==> src/hw/rtl/pt_pkg.sv <==
// Shared constants and helpers for the pressure/temperature compensation core.
// Depends on nothing; pt_temp, pt_div, the core and the testbench import it.
package pt_pkg;

  // Configuration register indexes.
  localparam logic [7:0] CFG_TEMP_CALIB    = 8'd0;
  localparam logic [7:0] CFG_PRESS_CALIB_A = 8'd1;
  localparam logic [7:0] CFG_PRESS_CALIB_B = 8'd2;
  localparam logic [7:0] CFG_PRESS_CALIB_C = 8'd3;

  // Compensation constants.
  localparam logic [63:0] FINE_OFFSET = 64'd128000;
  localparam logic [63:0] PRESS_BASE  = 64'd1048576;
  localparam logic [63:0] PRESS_SCALE = 64'd3125;
  localparam logic [31:0] TEMP_ROUND  = 32'd128;
  localparam int          ONE_SHIFT   = 47;
  localparam int          DIV_SHIFT   = 33;

  // Pipeline geometry.
  localparam int DIV_STEPS = 64;
  localparam int LAT       = 82;

  // Sign-extend a 16-bit calibration word to 64 bits.
  function automatic logic [63:0] sext16(input logic [15:0] v);
    sext16 = {{48{v[15]}}, v};
  endfunction

endpackage

==> src/hw/rtl/pt_temp.sv <==
// Temperature compensation pipeline: fine temperature after four stages,
// hundredths of a degree after five. Depends on pt_pkg.
module pt_temp import pt_pkg::*; (
  input  logic               clk,
  input  logic               en,
  input  logic [19:0]        raw_temperature,
  input  logic [15:0]        t1,
  input  logic signed [15:0] t2,
  input  logic signed [15:0] t3,
  output logic signed [31:0] fine_s4,
  output logic signed [31:0] fine_s5,
  output logic signed [31:0] centi_s5
);

  logic signed [17:0] a_nxt, a_r;
  logic signed [16:0] b_nxt, b_r;
  logic signed [33:0] pa_r, bb_r;
  logic signed [31:0] v1_r;
  logic signed [31:0] bbs;
  logic signed [47:0] pc_r;
  logic signed [31:0] v2;
  logic signed [31:0] fine_r, fine5_r, centi_r;
  logic        [31:0] f5;

  // Offsets of the raw reading against T1.
  assign a_nxt = $signed({1'b0, raw_temperature[19:3]}) - $signed({1'b0, t1, 1'b0});
  assign b_nxt = $signed({1'b0, raw_temperature[19:4]}) - $signed({1'b0, t1});

  // Products wrap to 32 bits before each arithmetic shift.
  assign bbs = $signed(bb_r[31:0]) >>> 12;
  assign v2  = $signed(pc_r[31:0]) >>> 14;
  assign f5  = (fine_r << 2) + fine_r + TEMP_ROUND;

  always_ff @(posedge clk) begin
    if (en) begin
      a_r     <= a_nxt;
      b_r     <= b_nxt;
      pa_r    <= a_r * t2;
      bb_r    <= b_r * b_r;
      v1_r    <= $signed(pa_r[31:0]) >>> 11;
      pc_r    <= bbs * t3;
      fine_r  <= v1_r + v2;
      fine5_r <= fine_r;
      centi_r <= $signed(f5) >>> 8;
    end
  end

  assign fine_s4  = fine_r;
  assign fine_s5  = fine5_r;
  assign centi_s5 = centi_r;

endmodule

==> config.mk <==
export PLATFORM = sky130hd
export DESIGN_NAME = pt_temp
export DESIGN_NICKNAME = d
export VERILOG_FILES = /design/src/hw/rtl/pt_pkg.sv /design/src/hw/rtl/pt_temp.sv
export SDC_FILE = /design/constraint.sdc
export NUM_CORES = 2
export LEC_CHECK = 0
export BUFFER_PORTS_ARGS = -buffer_cell sky130_fd_sc_hd__buf_2
export CELL_PAD_IN_SITES_DETAIL_PLACEMENT = 2
export CELL_PAD_IN_SITES_GLOBAL_PLACEMENT = 2
export CORE_ASPECT_RATIO = 1.2
export CORE_MARGIN = 1.5
export CORE_UTILIZATION = 43
export DETAILED_ROUTE_END_ITERATION = 7
export GPL_ROUTABILITY_DRIVEN = 0
export PLACE_DENSITY_LB_ADDON = 0.05
export SLEW_MARGIN = 20
export SYNTH_ARGS = -nofsm -noshare
export SYNTH_HDL_FRONTEND = slang
export SYNTH_SLANG_ARGS = --single-unit
==> constraint.sdc <==
create_clock -name clk -period 8.6 [get_ports clk]
set_input_delay 0.43 -clock clk [delete_from_list [all_inputs] [get_ports clk]]
set_output_delay 0.43 -clock clk [all_outputs]
set_load 0.005 [all_outputs]
==> results.ini <==
[sta]
rsz0062_at_grt=false
max_slew_margin=0.2478
setup_violations=0
fmax_mhz=132.9
finClkSkew_ps=25.96
finalHoldViolations=0
post-route-period-util=0.8750
post-route-min-period_ps=7525
slew_viol_final=0
worst_pin_slew_ps=1128
setup_tns_ps=0

[die]
die_x_um=272.2
die_h_um=326.1
dieArea_mm2=0.08876
ios=166
fp-row-count=118
coreArea_mm2=0.08622
start_util=0.4337

[routing]
vias=25520
viasPerCell=5.074
finalWirelength_um=109800
drt_iter0_markers=902
drtAntennaViolNets=0
drc=0
first_pass_iters=5
wl_per_cell_um=21.83

[synth]
synthArstFlopShare=0
ys.flop_type=edfxtp_1
synth_area_per_cell_um2=9.821
syn-cell-area_mm2=0.03740
ys_seq_elements=166
ys_seq_area_frac=0.1333
synth_edf_count=166
ys_types=60
ys_warn_count=0
synth_nets=5016
synthCells=3808

[worst_setup_path]
slowest_delay_ps=930
path_class=flip-flop to flip-flop
cp.depth=22
r2r-start=a_r[6]
critical_path_required_ps=8820
path_buf_inv=5
cp_top_family=adder cells
cp-end-kind=flip-flop
worstPathCellList=nand2_1 -> fa_1 -> inv_1 -> fa_1 -> inv_1 -> fa_1 -> inv_1 -> fa_1 -> fa_1 -> inv_1 -> fa_1 -> inv_1 -> ha_1 -> a2111o_1 -> or3b_1 -> a211oi_2 -> o41ai_1 -> a2111o_1 -> a311oi_2 -> o21bai_1 -> a21oi_2 -> xnor2_1
cp_data_arrival_time_ps=7750
slowest_stage=edfxtp_1
reg2regPathDepth=22
path_max_fanout=16
cp-start-kind=flip-flop
reg2reg_to=bb_r[31]
cp_common_cell=fa_1
r2r_setup_slack_ps=1070

[grt]
grt_usage=0.2610
antenna_found_initial=5
grt_pass1_vias=31700
grt.overflow.total=0
grt_pass1_wl_um=177000
met2_usage=0.5109
grt_util_met3=0.01850
grt_max_degree=97
grt.busiest_layer=met2
grt.met1_usage=0.3021

[cts]
cts_sinks=166
postCtsHoldBufs=0
clockRootBuffer=clkbuf_16
numCtsBuffers=17
clk_latency_ps=510
cts_tree=done
path_clk_slew_ps=80
post_cts_buffers=0
cts_resized=0
htreeDepth=4
clk_path_buf_depth=2

[layout]
seqCellArea_mm2=0.004985
fill_cells=9179
final_common_cell=inv_1
drive_above_1_share=0.06533
nNetsFinal=5083
syn_to_final_growth_pct=6.668
multiInputGateArea_mm2=0.02789
layout_common_cells=1,016 x inv_1, 816 x fa_1, 392 x nand2_1, 326 x and2_1, 322 x ha_1

[placement]
dp_hpwl_um=91890
io_buffers=162

[hold_path]
min_to=a_r[0]
min_path_type=input port to flip-flop
min_from=raw_temperature[3]
min_path_cells=1

[run_status]
status=finished, final reports clean

[job]
drv_cap=0

[Yosys cell counts (4+ instances only)]
library cell	number	area [µm²]
a211oi_1	4	30.03
a21boi_0	8	60.06
a21o_1	34	255.2
a21oi_1	58	290.3
a31o_2	4	35.03
a31oi_1	9	56.30
a41oi_1	6	52.55
and2_1	326	2039
and3_1	7	43.79
buf_4	30	225.2
clkbuf_1	127	476.7
edfxtp_1	166	4985
fa_1	816	16340
ha_1	322	4029
inv_1	1016	3814
nand2_1	392	1471
nand2b_1	23	143.9
nand3_1	17	85.08
nand4_1	8	50.05
nor2_1	102	382.9
nor2b_1	26	162.7
nor3_1	27	135.1
nor4_1	5	31.28
o211ai_1	6	45.04
o21a_1	19	142.6
o21ai_0	37	185.2
o21bai_1	8	60.06
o31ai_1	4	30.03
or2_2	7	43.79
or3_1	5	31.28
xnor2_1	109	954.7
xor2_1	38	332.8
[state kept, by name, indices dropped and copies added, names as in the netlist]
register  cells
v1_r         21
fine_s4      22
centi_s5     24
a_r          18
pc_r         18
fine_s5      22
pa_r         21
bb_r         20
[per-stage QoR]
stage | hold WS [ps] | worst slack [ps] | cells | area, µm² | util
after floorplan | 400.3 | 1752 | 3808 | 37400 | -
after global placement | 405.5 | 1260 | 4996 | 39270 | 0.4554
after detailed placement | 411.1 | 1049 | 4996 | 39270 | 0.4554
after CTS | 110.4 | 1012 | 5028 | 39890 | 0.4626
after global routing | 126.6 | 778.3 | 5030 | 39890 | 0.4626
final | 137.4 | 1075 | 5030 | 39890 | 0.4626
[routing by layer]
layer | up-vias | part of all wire
met5 | - | 0.000064
met4 | 2 | 0.024
met3 | 134 | 0.017
met2 | 306 | 0.57
met1 | 13750 | 0.39
li1 | 11330 | -
[how the worst max path moves through the flow]
| stage | startpoint | endpoint | slack (ps) |
|---|---|---|---|
| 2_1_floorplan | a_r[11] | bb_r[31] | 1750 |
| 3_3_place_gp | a_r[6] | bb_r[31] | 1260 |
| 3_5_place_dp | a_r[6] | bb_r[31] | 1050 |
| 4_1_cts | a_r[6] | bb_r[31] | 1010 |
| 5_1_grt | a_r[7] | bb_r[31] | 780 |
| 6_report | a_r[6] | bb_r[31] | 1070 |
[cells by family after synthesis]
family | after synthesis | share of synthesized area
AOI/OAI and AO/OA | 225 | 0.04022
xor gates and xnor gates | 147 | 0.03443
adders and majority gates | 1138 | 0.5445
buffers and inverters | 1174 | 0.1208
DFF | 166 | 0.1333
muxes | 2 | 0.0005688
and+or+nand+nor | 956 | 0.1261
[final cells by class]
| class | instances | area share |
|---|---|---|
| inverters | 1016 | 0.09560 |
| well taps | 1140 | 0.03576 |
| clock buffers | 17 | 0.01066 |
| repair buffers | 206 | 0.02876 |
| flip-flops and latches | 166 | 0.1250 |
| multi-input cells | 2468 | 0.6992 |
| clock inverters | 15 | 0.004893 |
| diodes | 2 | 0.0001255 |
[worst register-to-register path, stage by stage, from the launching register on]
cell	delay, ps
edfxtp_1	930
nand2_1	190
fa_1	570
inv_1	80
fa_1	500
inv_1	50
fa_1	540
inv_1	60
fa_1	400
fa_1	520
inv_1	50
fa_1	470
inv_1	40
ha_1	330
a2111o_1	450
or3b_1	370
a211oi_2	270
o41ai_1	190
a2111o_1	500
a311oi_2	310
o21bai_1	170
a21oi_2	180
xnor2_1	80
Power is not shown: default switching activity piles up to over one toggle a cycle in this logic, so the estimate is an artifact.
